$ cat src/rtl/sfisa_ram.sv
// ----------------------------------------------------------------------------
// sfisa_ram
// Generic single write port, single read port RAM with registered read data.
// ----------------------------------------------------------------------------
`default_nettype none

module sfisa_ram #(
  parameter int unsigned WIDTH = 8,
  parameter int unsigned DEPTH = 16
) (
  input  wire logic                     clk_i,
  input  wire logic                     we_i,
  input  wire logic [$clog2(DEPTH)-1:0] waddr_i,
  input  wire logic [WIDTH-1:0]         wdata_i,
  input  wire logic                     re_i,
  input  wire logic [$clog2(DEPTH)-1:0] raddr_i,
  output logic      [WIDTH-1:0]         rdata_o
);

  logic [WIDTH-1:0] mem_q [DEPTH];

  always_ff @(posedge clk_i) begin
    if (we_i) begin
      mem_q[waddr_i] <= wdata_i;
    end
    if (re_i) begin
      rdata_o <= mem_q[raddr_i];
    end
  end

endmodule

`default_nettype wire

$ cat config.mk
export PLATFORM = sky130hd
export DESIGN_NAME = sfisa_ram
export DESIGN_NICKNAME = d
export VERILOG_FILES = /design/src/rtl/sfisa_ram.sv
export SDC_FILE = /design/constraint.sdc
export NUM_CORES = 1
export LEC_CHECK = 0
export BUFFER_PORTS_ARGS = -buffer_cell sky130_fd_sc_hd__buf_4
export CAP_MARGIN = 15
export CORE_MARGIN = 2
export CORE_UTILIZATION = 60
export CTS_CLUSTER_DIAMETER = 100
export CTS_CLUSTER_SIZE = 30
export DETAILED_ROUTE_END_ITERATION = 10
export PLACE_DENSITY_LB_ADDON = 0.12
export REMOVE_ABC_BUFFERS = 1
export SLEW_MARGIN = 20
export SYNTH_ARGS = -nofsm -noshare
export SYNTH_HDL_FRONTEND = slang
export SYNTH_SLANG_ARGS = --single-unit
$ cat constraint.sdc
create_clock -name clk_i -period 2.3 [get_ports clk_i]
set_clock_uncertainty 0.05 [all_clocks]
set_input_delay 0.345 -clock clk_i [delete_from_list [all_inputs] [get_ports clk_i]]
set_output_delay 0.345 -clock clk_i [all_outputs]
set_load 0.01 [all_outputs]
# [Word level (Yosys, flattened, before mapping)]
# Memory sizes are Yosys's and may differ from the RTL's. A register that Yosys moved wholly into a read port is not among the register bits.
# Cells that the tools add are included.
[totals] regBits=0 latch_bits=0 ram_bits=128 mem_bits_ro=0 in_bits=19 out_inout_bits=8 word_cells=3 memories=1
[memory_table] memory="mem_q" words=16 word_bits=8 read_ports=1 rd_clocked_by_memory_dff=1 write_ports=1 line="20" text="logic [WIDTH-1:0] mem_q [DEPTH];"
[classes] add_sub_neg=0 multipliers=0 n_div=0 order_cmp=0 n_eq_ne=0 shifts=0 mux=2 bitwise=0 reduce_logical=0
[op_table] cell="$mux 1" n=2

# [Longest topological paths before layout]
[depth] depth_word=2 ltp_mapped=5 ltp_nobuf=3

# [Worst setup path before layout]
# Ideal clock, no wire load.
[synth_timing] path_kind="in2reg" startpoint="input waddr_i[2]" endpoint="memory mem_q[0][0], enable pin" setup_ns=0.383 t_arrival_ns=1.455 t_required_ns=1.867 slack_ns=0.412 stages=2 path_buffers=0 cell_sequence="or3b_2 > nor3_1"
[synth_rtl] item="from (decl)" line="13" text="input wire logic [$clog2(DEPTH)-1:0] waddr_i,"
[synth_rtl] item="to (decl)" line="20"
# No word-level cell before the write port.

==> Flow_metrics.wiki <==
{| class="wikitable"
! Metric !! Value
|-
| Number of max-slew violations in the final report || 0
|-
| Number of cells on the worst reg-to-reg path || 3
|-
| Number of enable-type register cells in the synthesized netlist || ~140
|-
| TritonRoute pass-1 iters || 4
|-
| Synthesis warning total || 0
|-
| Final #Nets || around 300
|-
| Unrepaired setup endpoints after global routing || false
|-
| Critical Path Source Type || register
|-
| Type of the tightest min-delay check || in2reg
|-
| Maximum clock rate || 0.6336 GHz
|-
| Count of hold-fix buffers inserted at cts || 0
|-
| Number of cells upsized or downsized after cts || 0
|-
| Cell accounting for the most synthesized area || edfxtp_1
|-
| Post-DRT Antenna Nets || 0
|-
| Main synth FF type || edfxtp_1
|-
| DRC violation count after routing || 0
|-
| Root Driver || clkbuf_8
|-
| P_leak || 2.141 nW
|-
| DP HPWL || between 6000 and 7000 um
|-
| Worst R2R Setup Slack || ~720 ps
|-
| Final total negative setup slack || 0 ps
|-
| Share of async-settable or async-resettable flops after synthesis || 0%
|-
| Tcrit/Tclk final || 68.62%
|-
| Count of H-tree levels built during CTS || 4
|-
| Critical path capture point type || register
|-
| Number of storage elements in the synthesis netlist || about 140
|-
| Buffers added on ports || 26
|-
| IR drop worst, VDD || just over 0.5 mV
|-
| Total die area || between 9000 and 10000 sq um
|-
| Hold Vio Cnt, Final || 0
|-
| Crit path depth || 3
|-
| Share of layout cells above drive strength 1 || between 30% and 40%
|-
| Post-CTS Setup Repair Bufs || 0
|-
| Netlist area before placement || ~5200 sq um
|-
| Clock period minus worst slack || around 1600 ps
|-
| Start point of the worst min-delay path || wdata_i[6]
|-
| Run status || complete, no violations
|-
| Number of antenna violations at the first check in global routing || 0
|-
| Worst-skew pair later-pin latency || ~520 ps
|-
| Hold path cells || 1
|-
| Count of inserted antenna diode cells || 0
|-
| Final weighted congestion of routability-driven global placement || 0.7490
|-
| Number of global-route vias before repair || approximately 2600
|-
| First-pass GRT wire length || between 15000 and 20000 um
|-
| Die span in y || ~100 um
|-
| Relative slew slack || between 60 and 70%
|-
| Number of standard-cell rows in the floorplan || 34
|-
| CTS tree || yes
|-
| Largest cells by area after synthesis || edfxtp_1, mux4_2, mux4_1, a22oi_1, nor2_1
|-
| Sequential element share of the synthesized area || around four fifths
|-
| Layout Area Growth over Synthesis || 19.67%
|-
| Number of unique standard cell types used by synthesis || 18
|-
| Buf/Inv on CP || 0
|-
| Combined global-route utilization of all metal layers || about a quarter
|-
| Largest net degree at the start of global routing || 33
|-
| Initial DRC count || approximately 200
|-
| Pwr Density || roughly 940 nW/um^2
|-
| Worst hold path endpoint || mem_q[12][6]$_DFFE_PP_
|-
| Critical Path, Cell by Cell || mux4_1 > a22oi_1 > nand2_1
|-
| Critical path peak fanout || 1
|-
| Reg-to-reg critical path endpoint || rdata_o[5]$_DFFE_PP_
|-
| Cell with the most instances after synthesis || edfxtp_1
|-
| Worst r2r src || mem_q[9][5]$_DFFE_PP_
|-
| Highest cell delay on the worst timing path || around 530 ps
|-
| Via total after detailed routing || around 2600
|-
| Width of the die || around 100 um
|-
| Mean area per synthesized cell || roughly 23 sq um
|-
| Final-report setup violation count || 0
|-
| Post-layout util || approximately 73%
|-
| Global-route congestion overflow total || 0
|-
| Number of violations of the max-capacitance limit || 0
|-
| CTS buffer count || 17
|-
| Commonest cells in the netlist || edfxtp_1, mux4_2, a22oi_1
|-
| Routed wirelength normalized by instance count || ~25 um
|-
| Initial core utilization || just over 60%
|-
| Count of pins on the block boundary || 27
|-
| Instance count of the mapped netlist || between 200 and 250
|-
| Clock sinks || approximately 140
|-
| Wire length after detailed routing || 10330 um
|-
| Actual slew at the worst max-slew pin || between 500 and 600 ps
|-
| Area share of the largest cell type after synthesis || between 70% and 80%
|-
| Critical path required time || 2500 ps
|-
| Vias per cell || 6.300
|-
| Slowest CP cell || mux4_1
|-
| Register clock-pin slew on the reported worst setup and hold paths || about 60 ps
|-
| Maximum root-to-sink buffer count || 2
|-
| Standard cell core area || approximately 8600 sq um
|-
| Top delay family on crit path || multiplexers
|-
| Kind of critical path || reg2reg
|-
| Arrival time reported for the critical path endpoint || ~1800 ps
|}
## routing by layer
layer | part of all wire, % | wire (um) | vias to the layer above | global-route usage (%)
met3 | 6.6 | 678 | 15 | 6.763
met2 | 49 | 5049 | 107 | 35.84
li1 | - | - | 1095 | -
met4 | 1.3 | 131 | 0 | 7.906
met5 | 0 | 0 | - | 0
met1 | 43 | 4473 | 1341 | 35.11
## flip-flops by register name (all words and copies together) (netlist names)
register and cells:
rdata_o 8, mem_q 128
## stage by stage
step / total power, mW / hold slack [ps] / setup WS [ps] / cells / cell area [sq um]
3_5_place_dp: 3.140 / 610.0 / 279.7 / 374 / 5642
5_1_grt: 6.041 / 68.50 / 638.4 / 406 / 6256
6_report: 5.872 / 83.10 / 721.8 / 406 / 6256
3_3_place_gp: 3.131 / 605.9 / 310.0 / 374 / 5642
2_1_floorplan: 2.972 / 393.9 / 412.1 / 219 / 5141
4_1_cts: 5.909 / 66.45 / 702.4 / 406 / 6256
## worst max path at each step
stage,from,endpoint
detailed placement,raddr_i[0],rdata_o[3]$_DFFE_PP_
CTS,mem_q[9][5]$_DFFE_PP_,rdata_o[5]$_DFFE_PP_
global placement,raddr_i[0],rdata_o[3]$_DFFE_PP_
finish,mem_q[9][5]$_DFFE_PP_,rdata_o[5]$_DFFE_PP_
global route,mem_q[8][5]$_DFFE_PP_,rdata_o[5]$_DFFE_PP_
floorplan,waddr_i[2],mem_q[0][0]$_DFFE_PP_
## where the power goes
part,total (mW),internal [mW],switching [mW]
registers,2.81,2.79,0.0176
logic,0.275,0.125,0.150
clock network,2.79,1.77,1.02
total,5.87,4.69,1.19
## area by class of cell
type / instances / area (sq um)
flip-flops and latches: 136 / 4084
fillers: 507 / 2337
multi-input cells: 83 / 1057
clock buffers: 18 / 417.9
repair buffers: 47 / 365.4
clock inverters: 14 / 196.4
well taps: 108 / 135.1
## placed cells by master (no fill, tap or decap), drive strengths merged, types with 2 or more instances in the layout
master    netlist  final
clkinvlp        0      2
edfxtp        136    136
clkinv          0      5
clkbuf          0     18
bufinv          0      4
nand2           9      9
mux4           32     32
nand3b          2      2
nand2b          2      2
a22oi          16     16
buf             7     47
nor3            4      4
nor2           13     13
inv             0      3
## kinds of logic after synthesis
logic type | Yosys count | share of synthesized area [%]
DFF | 136 | 78.12
and+or+nand+nor | 35 | 3.136
muxes | 32 | 14.79
AOI/OAI and AO/OA | 16 | 2.298
buffers and inverters | 10 | 1.651
No activity file was read; power rests on OpenSTA's default activity.
