**src/rtl/sfisa_pkg.sv**
```systemverilog
// ----------------------------------------------------------------------------
// sfisa_pkg
// Shared types and constants for the slab free index stack allocator: sizes,
// request and result beats, status and configuration codes, sequencer states.
// ----------------------------------------------------------------------------
`default_nettype none

package sfisa_pkg;

  localparam int unsigned SLAB_BYTES   = 16384;
  localparam int unsigned MAX_OBJECTS  = 1024;
  localparam int unsigned ADDRESS_BITS = 48;

  localparam int unsigned ADDR_W  = ADDRESS_BITS;
  localparam int unsigned SIZE_W  = 15;
  localparam int unsigned COUNT_W = 11;
  localparam int unsigned IDX_W   = $clog2(MAX_OBJECTS);
  localparam int unsigned AREA_W  = COUNT_W + SIZE_W;
  localparam int unsigned BIT_W   = $clog2(IDX_W);
  localparam int unsigned CFG_W   = 2;

  localparam logic [SIZE_W-1:0]  SIZE_RESET  = SIZE_W'(64);
  localparam logic [COUNT_W-1:0] COUNT_RESET = COUNT_W'(64);

  typedef enum logic {
    OP_ALLOC = 1'b0,
    OP_FREE  = 1'b1
  } opcode_e;

  typedef enum logic [1:0] {
    ST_OK          = 2'd0,
    ST_NO_FREE     = 2'd1,
    ST_NONE_IN_USE = 2'd2,
    ST_OUT_OF_AREA = 2'd3
  } status_e;

  typedef enum logic [CFG_W-1:0] {
    CFG_SLAB_BASE    = 2'd0,
    CFG_OBJECT_SIZE  = 2'd1,
    CFG_OBJECT_COUNT = 2'd2
  } cfg_reg_e;

  typedef enum logic {
    ALU_ADD = 1'b0,
    ALU_SUB = 1'b1
  } alu_op_e;

  typedef enum logic [3:0] {
    S_INIT,
    S_IDLE,
    S_MUL,
    S_BASE,
    S_AREA,
    S_AMUL,
    S_AADD,
    S_FOFF,
    S_FCMP,
    S_DIV,
    S_PUSH,
    S_DONE
  } state_e;

  typedef struct packed {
    opcode_e           opcode;
    logic [ADDR_W-1:0] object_address;
  } req_t;

  typedef struct packed {
    logic [ADDR_W-1:0]  address;
    status_e            status;
    logic [COUNT_W-1:0] objects_in_use;
  } res_t;

endpackage

`default_nettype wire

```
**src/rtl/sfisa_alu.sv**
```systemverilog
// ----------------------------------------------------------------------------
// sfisa_alu
// Shared address-wide adder / subtractor with borrow out; used for the area
// start, the object address, the offset, the range check and every divide step.
// ----------------------------------------------------------------------------
`default_nettype none

module sfisa_alu (
  input  wire sfisa_pkg::alu_op_e                op_i,
  input  wire logic [sfisa_pkg::ADDR_W-1:0]      a_i,
  input  wire logic [sfisa_pkg::ADDR_W-1:0]      b_i,
  output logic      [sfisa_pkg::ADDR_W-1:0]      res_o,
  output logic                                   borrow_o
);

  import sfisa_pkg::*;

  logic [ADDR_W-1:0] b_eff;
  logic [ADDR_W:0]   sum;

  always_comb begin
    b_eff    = (op_i == ALU_SUB) ? ~b_i : b_i;
    sum      = {1'b0, a_i} + {1'b0, b_eff} + (ADDR_W + 1)'(op_i == ALU_SUB);
    res_o    = sum[ADDR_W-1:0];
    // carry out clear on a subtract means a < b
    borrow_o = (op_i == ALU_SUB) && !sum[ADDR_W];
  end

endmodule

`default_nettype wire

```
**config.mk**
```make
export PLATFORM = sky130hd
export DESIGN_NAME = sfisa_alu
export DESIGN_NICKNAME = d
export VERILOG_FILES = /design/src/rtl/sfisa_pkg.sv /design/src/rtl/sfisa_alu.sv
export SDC_FILE = /design/constraint.sdc
export NUM_CORES = 1
export LEC_CHECK = 0
export BUFFER_PORTS_ARGS = -buffer_cell sky130_fd_sc_hd__clkbuf_2
export CAP_MARGIN = 20
export CORE_MARGIN = 1.5
export CORE_UTILIZATION = 50
export DETAILED_ROUTE_END_ITERATION = 8
export GPL_TIMING_DRIVEN = 0
export MAX_ROUTING_LAYER = met4
export PLACE_DENSITY_LB_ADDON = 0.25
export SLEW_MARGIN = 20
export SYNTH_ARGS = -nofsm -noshare
export SYNTH_HDL_FRONTEND = slang
export SYNTH_SLANG_ARGS = --single-unit
```
**constraint.sdc**
```tcl
create_clock -name vclk -period 6.9
set_clock_uncertainty 0.15 [all_clocks]
set_input_delay 1.38 -clock vclk [all_inputs]
set_output_delay 1.38 -clock vclk [all_outputs]
set_load 0.05 [all_outputs]
```
# Yosys cells after proc, flatten, opt, wreduce, memory -nomap -nowiden
# Index checks and enable logic that the tools add are counted.
# Widths: inputs -> output; s select.
totals:
  ff_bits: 0
  word_cells: 6
  output_inout_bits: 49
  input_bits: 97
classes:
  bitwise_logic: 1
  n_addsub: 2
  n_reduce_logical: 2
  muxes: 1
ops:
  columns: ["cell", "count"]
  rows:
  - ["$add 48x48->49", 1]
  - ["$add 49x1->49", 1]
  - ["$mux 48", 1]
  - ["$not 48->48", 1]
  - ["$logic_and 1x1->1", 1]
  - ["$logic_not 1->1", 1]

# Longest topological paths before layout
logic_depth:
  ltp_word: 6
  mapped_depth: 15
  depth_no_buf: 12

# Least setup slack after synthesis
# OpenSTA, ideal clock, no wires.
synth_timing:
  path_kind: "input port to output port"
  startpoint: "input op_i"
  endpoint: "output res_o[47] (netlist bit)"
  stages: 14
  path_buffers: 3
  required_time_ns: 5.370
  t_arrival_ns: 5.285
  path_slack_ns: 0.085
  cell_sequence: "clkbuf_1 > buf_1 > buf_1 > xor2_1 > ha_1 > nand2_1 > or3_1 > a211o_1 > a21oi_2 > o31ai_2 > o31a_1 > o21ai_2 > a41oi_1 > xnor2_1"
synth_between:
  elab_chain_len: 3
synth_lines:
  columns: ["item", "line", "source"]
  rows:
  - ["from (decl)", "sfisa_alu.sv:9", "input wire sfisa_pkg::alu_op_e op_i,"]
  - ["$mux 48", "sfisa_alu.sv:22", "b_eff = (op_i == ALU_SUB) ? ~b_i : b_i;"]
  - ["$add 48x48->49", "sfisa_alu.sv:23", "sum = {1'b0, a_i} + {1'b0, b_eff} + (ADDR_W + 1)'(op_i == ALU_SUB);"]
  - ["$add 49x1->49 *", "sfisa_alu.sv:23", null]
  - ["to (decl)", "sfisa_alu.sv:12", "output logic [sfisa_pkg::ADDR_W-1:0] res_o,"]
# Mark *: on every way between the ends. The rest lies on a longest branch, timed or not.

# Worst setup path in the final report
layout_timing:
  startpoint: "input op_i"
  endpoint: "output res_o[40] (netlist bit)"
# The elaborated chain is that of the path after synthesis.

==> metrics <==
max-cap violation count=0; gpl congestion=0.939; Synth cell types=between 50 and 60; Synth area leader=ha_1; Mapped Nets=592; Slew Viols, Final=0; Seq/Total Area, Yosys=0%; Worst-Margin Slew=0.647 ns; die area=6720 um2; Core Footprint=5960 um2; Layout Nets=739; Total GRT Usage=25.8%; layout cells sized above 1=26.7%; RSZ-0062 raised after global routing=no; Inserted Diodes=0; num ports=146; global route overflow=0; HP Class=in -> out; Synth warnings=0; Post-CTS Hold Buffers=0; Arr. time, crit path=5.11 ns; antenna-violating nets left=0; first-pass GRT wire length=13.9 mm; critical path class=in -> out; crit-path max FO=10; Final Cycle Share=96.2%; die height=82.0 um; Filler Cells Inserted=566; Leak Pwr=2.08 nW; # DRC=0; Via-to-Cell Ratio=5.64; first drt pass iteration count=4; Psw=between 0.6 and 0.7 mW; area delta synth->final=26.5%; Startpoint Class=primary input; largest net degree at the start of global routing=11; cell-internal power=0.260 mW; synth top area cells=ha_1 (20%), xor2_1 (17%), xnor2_1 (8.7%); Syn Std Cell Area=just over 3000 um2; HP Start=a_i[0]; initial DRC count=138; Gate Count Post-Synth=between 400 and 500; clock power share=0%; Worst slew margin=56.9%; Final min period=6.64 ns; most frequent cells in the layout=clkbuf_2 (147), xor2_1 (61), a21oi_1 (51), ha_1 (51), nand2_1 (39); Seq cells=0; Post-CTS Setup Bufs=0; Worst Hold Depth=3; VDD IR-drop max=150 uV; most common cell after layout, fill and taps aside=clkbuf_2; WHS Endpoint=res_o[0]; post-DP HPWL=7.67 mm; run status=finished, final reports clean; register area=0 um2; initial antenna violation count=0; placed insts=663; Syn Area/Cell=7.04 um2; fmax=roughly 150 MHz; via count=3,739; non-filler instance count after layout=663; share of the synthesized area in the top cell type=20.5%; Initial Utilization=52.4%; WL/cell=13.4 um; Seq pwr share=0%; Die X=82.0 um; Required @ worst endpoint=5.37 ns; clock buffers=0; Combinational Power Share=100.0%; Final Hold Viols=0; port buffer count=145; Setup Slack @ Placement=-0.350 ns; PD cells=227 nW/um2; vias in the first global route=3,309; Sw Share=a little under three quarters; Post-Route WL=between 8 and 9 mm; Core Rows=28; endpoints failing setup=0; final worst-path setup slack=0.263 ns; crit end category=output pin; Multi-input gate area=roughly 3000 um2
==> final cells by class <==
cell class | instances | area share (%)
buffer | 13 | 1.52
inverter | 12 | 1.14
multi-input combinational | 418 | 76.6
tap | 75 | 2.38
timing repair buffer | 145 | 18.4
==> worst max path at each step <==
stage	startpoint	endpoint	slack [ns]	cells past startpoint
floorplan	op_i	res_o[47]	0.08	14
global placement	op_i	res_o[40]	-0.32	16
detailed placement	op_i	res_o[40]	-0.35	16
CTS	op_i	res_o[47]	0.16	14
global route	op_i	res_o[40]	0.05	16
finish	op_i	res_o[40]	0.26	16
==> power by group through the flow <==
stage                     registers (mW)  clock network, mW  logic [mW]
after floorplan                        0                  0       0.696
after global placement                 0                  0       0.877
after detailed placement               0                  0       0.888
after CTS                              0                  0       0.892
after global routing                   0                  0       0.958
final                                  0                  0       0.895
==> cells in the mapped netlist, types with 5 or more instances <==
cell type and number:
a21o_1 26, a21oi_1 51, a31oi_1 6, buf_1 5, clkbuf_1 5, ha_1 51, inv_1 12, nand2_1 39
nand2b_1 5, nand3_1 10, nand4_1 7, nor2_1 26, nor2b_1 7, o21a_1 7, o21ai_0 28, o21ai_1 7
xnor2_1 31, xor2_1 61
==> through the flow <==
stage          hold slack, ns  area [um2]  TNS (ns)  utilization (%)  total power [mW]
6_report                 3.00        3950         0             66.3             0.895
3_3_place_gp             2.99        3940     -1.54             66.1             0.877
2_1_floorplan            2.88        3120         0                -             0.696
3_5_place_dp             3.01        3940     -2.10             66.1             0.888
5_1_grt                  3.02        3950         0             66.3             0.958
4_1_cts                  3.01        3940         0             66.2             0.892
==> what timing repair did <==
item,CTS,global route
pin swaps,0,0
cloned,0,0
setup endpoints to repair,12,5
resized for setup,2,4
==> per-layer routing <==
metal  vias to the layer above  part of all wire (%)  GRT usage, %
li1                       1895                     -             -
met1                      1695                    44          30.7
met2                       139                    50          47.8
met3                        10                   5.7          1.44
met4                         0                   1.2          4.41
met5                         -                     0             -
==> worst max-delay path, cell delays in order <==
cell and delay, ns:
clkbuf_1 0.13, buf_2 0.30, clkbuf_4 0.34, xor2_1 0.11, ha_1 0.27, buf_2 0.19
and4_1 0.24, nand4_1 0.10, a211o_1 0.34, a211oi_1 0.32, nand4b_1 0.17, a211oi_1 0.09
o31ai_1 0.46, a311oi_1 0.19, xnor2_1 0.17, clkbuf_2 0.30
==> cells by family (layout without fill, tap and decap cells) <==
| kind of cell | after synthesis | in the layout | share of synthesized area (%) |
|---|---|---|---|
| AO/OA/AOI/OAI | 160 | 160 | 32.3 |
| XOR/XNOR | 92 | 92 | 25.8 |
| adder cells (fa/ha/maj) | 52 | 52 | 21.1 |
| buffers and inverters | 25 | 170 | 3.13 |
| multiplexers | 1 | 1 | 0.321 |
| AND/OR/NAND/NOR | 113 | 113 | 17.4 |
Power figures use the tool's default switching activity.
