File: src/rtl/sfisa_pkg.sv
// ----------------------------------------------------------------------------
// sfisa_pkg
// Shared types and constants for the slab free index stack allocator: sizes,
// request and result beats, status and configuration codes, sequencer states.
// ----------------------------------------------------------------------------
`default_nettype none

package sfisa_pkg;

  localparam int unsigned SLAB_BYTES   = 16384;
  localparam int unsigned MAX_OBJECTS  = 1024;
  localparam int unsigned ADDRESS_BITS = 48;

  localparam int unsigned ADDR_W  = ADDRESS_BITS;
  localparam int unsigned SIZE_W  = 15;
  localparam int unsigned COUNT_W = 11;
  localparam int unsigned IDX_W   = $clog2(MAX_OBJECTS);
  localparam int unsigned AREA_W  = COUNT_W + SIZE_W;
  localparam int unsigned BIT_W   = $clog2(IDX_W);
  localparam int unsigned CFG_W   = 2;

  localparam logic [SIZE_W-1:0]  SIZE_RESET  = SIZE_W'(64);
  localparam logic [COUNT_W-1:0] COUNT_RESET = COUNT_W'(64);

  typedef enum logic {
    OP_ALLOC = 1'b0,
    OP_FREE  = 1'b1
  } opcode_e;

  typedef enum logic [1:0] {
    ST_OK          = 2'd0,
    ST_NO_FREE     = 2'd1,
    ST_NONE_IN_USE = 2'd2,
    ST_OUT_OF_AREA = 2'd3
  } status_e;

  typedef enum logic [CFG_W-1:0] {
    CFG_SLAB_BASE    = 2'd0,
    CFG_OBJECT_SIZE  = 2'd1,
    CFG_OBJECT_COUNT = 2'd2
  } cfg_reg_e;

  typedef enum logic {
    ALU_ADD = 1'b0,
    ALU_SUB = 1'b1
  } alu_op_e;

  typedef enum logic [3:0] {
    S_INIT,
    S_IDLE,
    S_MUL,
    S_BASE,
    S_AREA,
    S_AMUL,
    S_AADD,
    S_FOFF,
    S_FCMP,
    S_DIV,
    S_PUSH,
    S_DONE
  } state_e;

  typedef struct packed {
    opcode_e           opcode;
    logic [ADDR_W-1:0] object_address;
  } req_t;

  typedef struct packed {
    logic [ADDR_W-1:0]  address;
    status_e            status;
    logic [COUNT_W-1:0] objects_in_use;
  } res_t;

endpackage

`default_nettype wire

File: src/rtl/sfisa_mul.sv
// ----------------------------------------------------------------------------
// sfisa_mul
// Registered count-by-size multiplier, shared between the area size and the
// offset of an allocated object.
// ----------------------------------------------------------------------------
`default_nettype none

module sfisa_mul (
  input  wire logic                          clk_i,
  input  wire logic [sfisa_pkg::COUNT_W-1:0] a_i,
  input  wire logic [sfisa_pkg::SIZE_W-1:0]  b_i,
  output logic      [sfisa_pkg::AREA_W-1:0]  p_o
);

  import sfisa_pkg::*;

  always_ff @(posedge clk_i) begin
    p_o <= AREA_W'(a_i) * AREA_W'(b_i);
  end

endmodule

`default_nettype wire

File: config.mk
export PLATFORM = sky130hd
export DESIGN_NAME = sfisa_mul
export DESIGN_NICKNAME = d
export VERILOG_FILES = /design/src/rtl/sfisa_pkg.sv /design/src/rtl/sfisa_mul.sv
export SDC_FILE = /design/constraint.sdc
export NUM_CORES = 1
export LEC_CHECK = 0
export BUFFER_PORTS_ARGS = -buffer_cell sky130_fd_sc_hd__buf_2
export CORE_MARGIN = 2
export CORE_UTILIZATION = 43
export DETAILED_ROUTE_END_ITERATION = 7
export SKIP_LAST_GASP = 1
export SYNTH_ARGS = -nofsm -noshare
export SYNTH_HDL_FRONTEND = slang
export SYNTH_SLANG_ARGS = --single-unit
File: constraint.sdc
create_clock -name clk_i -period 6.4 [get_ports clk_i]
set_input_delay 1.28 -clock clk_i [delete_from_list [all_inputs] [get_ports clk_i]]
set_output_delay 1.28 -clock clk_i [all_outputs]
set_load 0.01 [all_outputs]
Word level (Yosys, flattened, before mapping)
Index checks and enable logic that the tools add are counted.
Word-level totals
  register bits: 26
Cells by class
  multipliers: 1
Operator list (number)
  $mul 11x15->26: 1

Depth between registers and ports, before layout
Gate-level depths: netlist of run 1.
  depth in word-level cells: 1
  gate-level depth with buffers: 19

Least setup slack after synthesis of run 1
No wires, ideal clock.
  path type: in2reg
  from: in a_i[2] (netlist bit)
  to: reg p_o[24] (netlist bit)
  arrival time: 5.641 ns
  buffers on the path: 1
  setup slack: 0.629 ns
  stages on the path: 17
  path through: clkbuf_1 -> nand2_1 -> fa_1 -> fa_1 -> fa_1 -> inv_1 -> fa_1 -> inv_1 -> fa_1 -> inv_1 -> ha_1 -> a21o_1 -> a21o_1 -> a21oi_1 -> o21ai_2 -> a2111oi_2 -> nor4_2
Between the ends
  word-level cells in the longest chain between the ends: 1
Ends and longest elaborated chain
  start, declared: RTL line sfisa_mul.sv:10  | input wire logic [sfisa_pkg::COUNT_W-1:0] a_i,
  $mul 11x15->26: RTL line sfisa_mul.sv:18  | p_o <= AREA_W'(a_i) * AREA_W'(b_i);
  end signal, assigned: RTL line sfisa_mul.sv:18
  end, declared: RTL line sfisa_mul.sv:12  | output logic [sfisa_pkg::AREA_W-1:0] p_o
Every way passes these cells.

Worst setup path in the final report of run 1
Ends and elaborated chain as after synthesis.

==> flow_summary_export.csv, run 1 <==
group,metric,value,unit
finish,drive_gt1_frac,0.0938,
power_and_ir_drop,leakagePower,3.43,nW
cts,cts_tree,"yes",
synthesis,ys.flop_type,"dfxtp_1",
cts,cts_resized,0,
routing,drt-initial-drc-count,146,
finish,nets,912,
synthesis,ys_warn_count,0,
finish,largest-register,"p_o",
finish,largestRegisters,"p_o x26",
synthesis,yosys_register_bits,26,
synthesis,syn_nets,883,
timing,max_clock_freq,172,MHz
synthesis,synthCells,676,
critical_path,critPathMostFrequentCell,"fa_1",
timing,drv_slew,0,
timing,whs,1420,ps
die,coreArea,13800,um^2
die,die_w,122,um
synthesis,netlist_top_cells_area,"fa_1, ha_1, and2_1",
finish,diodes,0,
timing,rsz0062_at_grt,"false",
run,maxCapViolations,0,
routing,drtPass1Iterations,4,
cts,ctsHoldBuffers,0,
global_routing,gr-total-overflow,0,
synthesis,synthDistinctLibCells,48,
routing,routedWlPerCell,14.9,um
cts,clk_pin_slew,60,ps
critical_path,crit_slowest_cell,"fa_1",
routing,drc_errors,0,
routing,viasPerCell,5.06,
synthesis,yosys.area.top_type,"fa_1",
timing,tightest_slew,388,ps
critical_path,crit_chain,"buf_2 > nand2_1 > fa_1 > fa_1 > fa_1 > inv_1 > fa_1 > inv_1 > fa_1 > inv_1 > ha_1 > a21o_1 > a21o_1 > a21oi_1 > o21ai_2 > a2111oi_2 > nor4_2",
place,gp_congestion,0.853,
critical_path,cp_max_fo,15,
cts,post-cts-setup-buffers,0,
synthesis,synth_most_common_cell,"inv_1",
global_routing,grt_pass1_vias,4809,
synthesis,synth_top_cell_area_share,0.385,
power_and_ir_drop,peakVddDrop,0.308,mV
synthesis,seq_area_frac_synth,0.0863,
global_routing,antenna_found_initial,0,
synthesis,async_flop_share,0,
critical_path,critPathKind,"primary input to register",
die,io_pins,53,
timing,fin_crit_sh,0.907,
cts,htree_levels,1,
synthesis,synth.top_cells.by_count,"inv_1, fa_1, and2_1",
cts,cts_buffers,3,
timing,layout_min_cycle_time,5800,ps
timing,setup_total_negative_slack,0,ps
outcome,status,"completed",
finish,largest_reg_flops,26,
routing,ant_nets,0,
power_and_ir_drop,power.density,479,nW/um^2
critical_path,crit_required,6540,ps
cts,clockBufferDepth,2,
critical_path,critPathLaunchType,"primary input",
finish,syn2layout_area_growth,7.71,%
timing,max-slew-margin-rel,0.741,
die,start_util,0.438,
global_routing,grt_max_degree,16,
synthesis,avgSynthCellArea,8.93,um^2
cts,clkSinkCount,26,
global_routing,grt_pass1_wl,22400,um
die,die_y,122,um
hold_path,hold_class,"primary input to register",
die,rows,43,
synthesis,syn_area,6030,um^2
timing,hold_viol_final,0,
critical_path,slowest_delay,580,ps
routing,routed_wl,13100,um
die,fp.dieArea,15000,um^2
place,dpl.hpwl,11000,um
critical_path,arrival,5940,ps
critical_path,cp-end-kind,"register",
routing,via_count,4470,
global_routing,grtUsageTotal,0.188,
timing,setup_viol,0,
synthesis,synth-edff-count,0,
cts,cts_root_buffer,"clkbuf_16",
place,io_buffers,52,
==> power breakdown <==
part | total [mW] | internal, mW | switching (mW)
registers | 0.289 | 0.274 | 0.0147
logic | 2.68 | 1.15 | 1.53
clock network | 0.149 | 0.0955 | 0.0532
total | 3.12 | 1.51 | 1.60
==> metal layers <==
metal	track usage	vias up	share of wire
met5	0	-	0
met3	0.0186	6	0.043
met1	0.237	2275	0.40
met2	0.354	98	0.55
met4	0.0287	0	0.0084
li1	-	2091	-
==> kinds of logic (layout without fill, tap and decap cells) <==
group | after synthesis | in the layout | synth area share
and+or+nand+nor | 204 | 204 | 0.176
adders and majority gates | 180 | 180 | 0.518
buffers and inverters | 178 | 206 | 0.112
AOI/OAI and AO/OA | 69 | 69 | 0.0809
DFF | 26 | 26 | 0.0863
xor gates and xnor gates | 18 | 18 | 0.0261
muxes | 1 | 1 | 0.00166
==> layout make-up <==
type	instances	area (um^2)
Fill cell	1376	7270
Multi-Input combinational cell	472	4840
Inverter	149	559
Sequential cell	26	520
Timing Repair Buffer	53	268
Tap cell	180	225
Clock buffer	4	88.8
==> critical path, delay by kind of cell <==
kind,cells,cell delay (ps)
buffers and inverters,4,400
AO/OA/AOI/OAI,5,1130
AND/OR/NAND/NOR,2,220
adder cells (fa/ha/maj),6,2880
==> layout by cell type (no fill, tap or decap), drive strengths merged, types with 2 or more instances in the layout <==
master,netlist,layout
inv,149,149
fa,116,116
and2,95,95
nand2,79,79
ha,64,64
buf,1,53
dfxtp,26,26
a21oi,20,20
xnor2,14,14
a21o,13,13
o21ai,11,11
nor2,9,9
nand3,5,5
and3,4,4
xor2,4,4
a211oi,4,4
clkbuf,28,4
o21bai,3,3
nor2b,2,2
o21a,2,2
o31a,2,2
or2,2,2
a31oi,2,2
o221a,2,2
o31ai,2,2
nor4,2,2
a21boi,2,2
==> final timing paths <==
check    from       to  slack (ps)  cells after the start
min    b_i[0]   p_o[0]        1420                      2
max    a_i[2]  p_o[24]         600                     17
==> stage by stage <==
stage | area [um^2] | util | total power [mW] | cells | setup WS [ps]
6_report | 6500 | 0.472 | 3.12 | 884 | 595
5_1_grt | 6500 | 0.472 | 3.50 | 884 | 373
4_1_cts | 6500 | 0.472 | 3.17 | 884 | 601
3_5_place_dp | 6410 | 0.465 | 2.99 | 880 | 324
3_3_place_gp | 6410 | 0.465 | 2.96 | 880 | 430
2_1_floorplan | 6030 | - | 2.41 | 676 | 629
(Power assumes the default switching activity.)
==> run 2: changes to the inputs <==
--- a/config.mk
+++ b/config.mk
@@ -9,6 +9,7 @@
 export CORE_MARGIN = 2
 export CORE_UTILIZATION = 43
 export DETAILED_ROUTE_END_ITERATION = 7
+export PLACE_DENSITY = 0.68
 export SKIP_LAST_GASP = 1
 export SYNTH_ARGS = -nofsm -noshare
 export SYNTH_HDL_FRONTEND = slang
==> flow_summary_export.csv, run 2 (synthesis results as in run 1) <==
group,metric,value,unit
place,dpl.hpwl,10600,um
outcome,status,"completed",
timing,whs,1400,ps
global_routing,grt_max_degree,16,
critical_path,critPathKind,"primary input to register",
global_routing,grt_pass1_vias,4564,
power_and_ir_drop,power.switching,1.58,mW
finish,mostFrequentLayoutCells,"inv_1, fa_1, and2_1",
timing,rsz0062_at_grt,"false",
finish,fin_util,0.472,
global_routing,antenna_found_initial,0,
timing,worst_slack,637,ps
critical_path,cp-end-kind,"register",
cts,clk_pin_slew,70,ps
timing,tightest_slew,374,ps
routing,routed_wl,12500,um
power_and_ir_drop,power.internal,1.50,mW
cts,cts_buffers,3,
power_and_ir_drop,power.density,474,nW/um^2
routing,viasPerCell,5.03,
power_and_ir_drop,leakagePower,3.43,nW
die,rows,43,
run,maxCapViolations,0,
timing,setup_total_negative_slack,0,ps
critical_path,crit_chain,"buf_2 > nand2_1 > fa_1 > fa_1 > fa_1 > inv_1 > fa_1 > inv_1 > fa_1 > inv_1 > ha_1 > a21o_1 > a21o_1 > a21oi_1 > o21ai_2 > a2111oi_2 > nor4_2",
place,io_buffers,52,
global_routing,grtUsageTotal,0.179,
cts,cts_root_buffer,"clkbuf_16",
finish,stdcell_count,884,
finish,diodes,0,
cts,htree_levels,1,
routing,ant_nets,0,
routing,routedWlPerCell,14.2,um
finish,drive_gt1_frac,0.0938,
timing,layout_min_cycle_time,5760,ps
routing,drt-initial-drc-count,177,
global_routing,gr-total-overflow,0,
finish,syn2layout_area_growth,7.71,%
finish,largestRegisters,"p_o x26",
die,start_util,0.438,
die,io_pins,53,
cts,cts_resized,0,
critical_path,critPathMostFrequentCell,"fa_1",
power_and_ir_drop,power_frac_comb,0.857,
routing,drtPass1Iterations,6,
place,dp_slack,353,ps
critical_path,crit_required,6550,ps
cts,cts_tree,"yes",
place,gp_congestion,0.837,
cts,clkSinkCount,26,
routing,via_count,4444,
timing,setup_viol,0,
place,dp_cells,880,
finish,largest-register,"p_o",
timing,hold_viol_final,0,
routing,drc_errors,0,
critical_path,slowest_delay,590,ps
die,die_y,122,um
timing,max_clock_freq,174,MHz
critical_path,cp_max_fo,15,
global_routing,grt_pass1_wl,21200,um
timing,fin_crit_sh,0.901,
finish,largest_reg_flops,26,
critical_path,critPathLaunchType,"primary input",
cts,clockBufferDepth,2,
power_and_ir_drop,swShare,0.512,
critical_path,arrival,5910,ps
cts,ctsHoldBuffers,0,
timing,drv_slew,0,
finish,nets,912,
die,die_w,122,um
die,fp.dieArea,15000,um^2
critical_path,crit_slowest_cell,"fa_1",
die,coreArea,13800,um^2
hold_path,hold_class,"primary input to register",
power_and_ir_drop,peakVddDrop,0.320,mV
power_and_ir_drop,seq_power_share,0.094,
finish,mostFrequentLayoutCell,"inv_1",
power_and_ir_drop,pwr-share-clk,0.049,
timing,max-slew-margin-rel,0.750,
cts,post-cts-setup-buffers,0,
[run 2: cell counts in the layout (fill, tap and decap cells not counted)]
Identical to the previous run, type by type.
[run 2: critical path, delay by kind of cell]
kind            cells  cell delay (ps)
simple gates        2              240
fa+ha+maj           6             2910
buf+inv             4              400
compound gates      5             1100
[run 2: power groups by stage]
stage | registers, mW | logic (mW) | clock network, mW
after floorplan | 0.336 | 2.08 | 0
after detailed placement | 0.296 | 2.67 | 0
after CTS | 0.293 | 2.68 | 0.158
after global routing | 0.298 | 3.03 | 0.164
final | 0.291 | 2.64 | 0.151
after global placement | 0.296 | 2.64 | 0
[run 2: stage by stage]
step / instance area [um^2] / total power, mW
after detailed placement: 6410 / 2.96
after CTS: 6500 / 3.13
final: 6500 / 3.08
after global placement: 6410 / 2.94
after floorplan: 6030 / 2.41
after global routing: 6500 / 3.49
[run 2: area by class of cell]
class	count	area (um^2)
multi-input combinational	472	4840
clock buffer	4	88.8
inverter	149	559
tap	180	225
fill	1383	7270
timing repair buffer	53	268
sequential	26	520
[run 2: per-layer routing]
| metal | track usage | up-vias | part of all wire |
|---|---|---|---|
| li1 | - | 2092 | - |
| met1 | 0.228 | 2260 | 0.42 |
| met2 | 0.330 | 77 | 0.54 |
| met3 | 0.0232 | 15 | 0.029 |
| met4 | 0.0273 | 0 | 0.014 |
| met5 | 0 | - | 0 |
[run 2: worst paths after layout]
| check | cells past startpoint | to | from | slack, ps |
|---|---|---|---|---|
| worst max-delay path | 17 | p_o[24] | a_i[2] | 640 |
| worst min-delay path | 2 | p_o[0] | b_i[0] | 1400 |
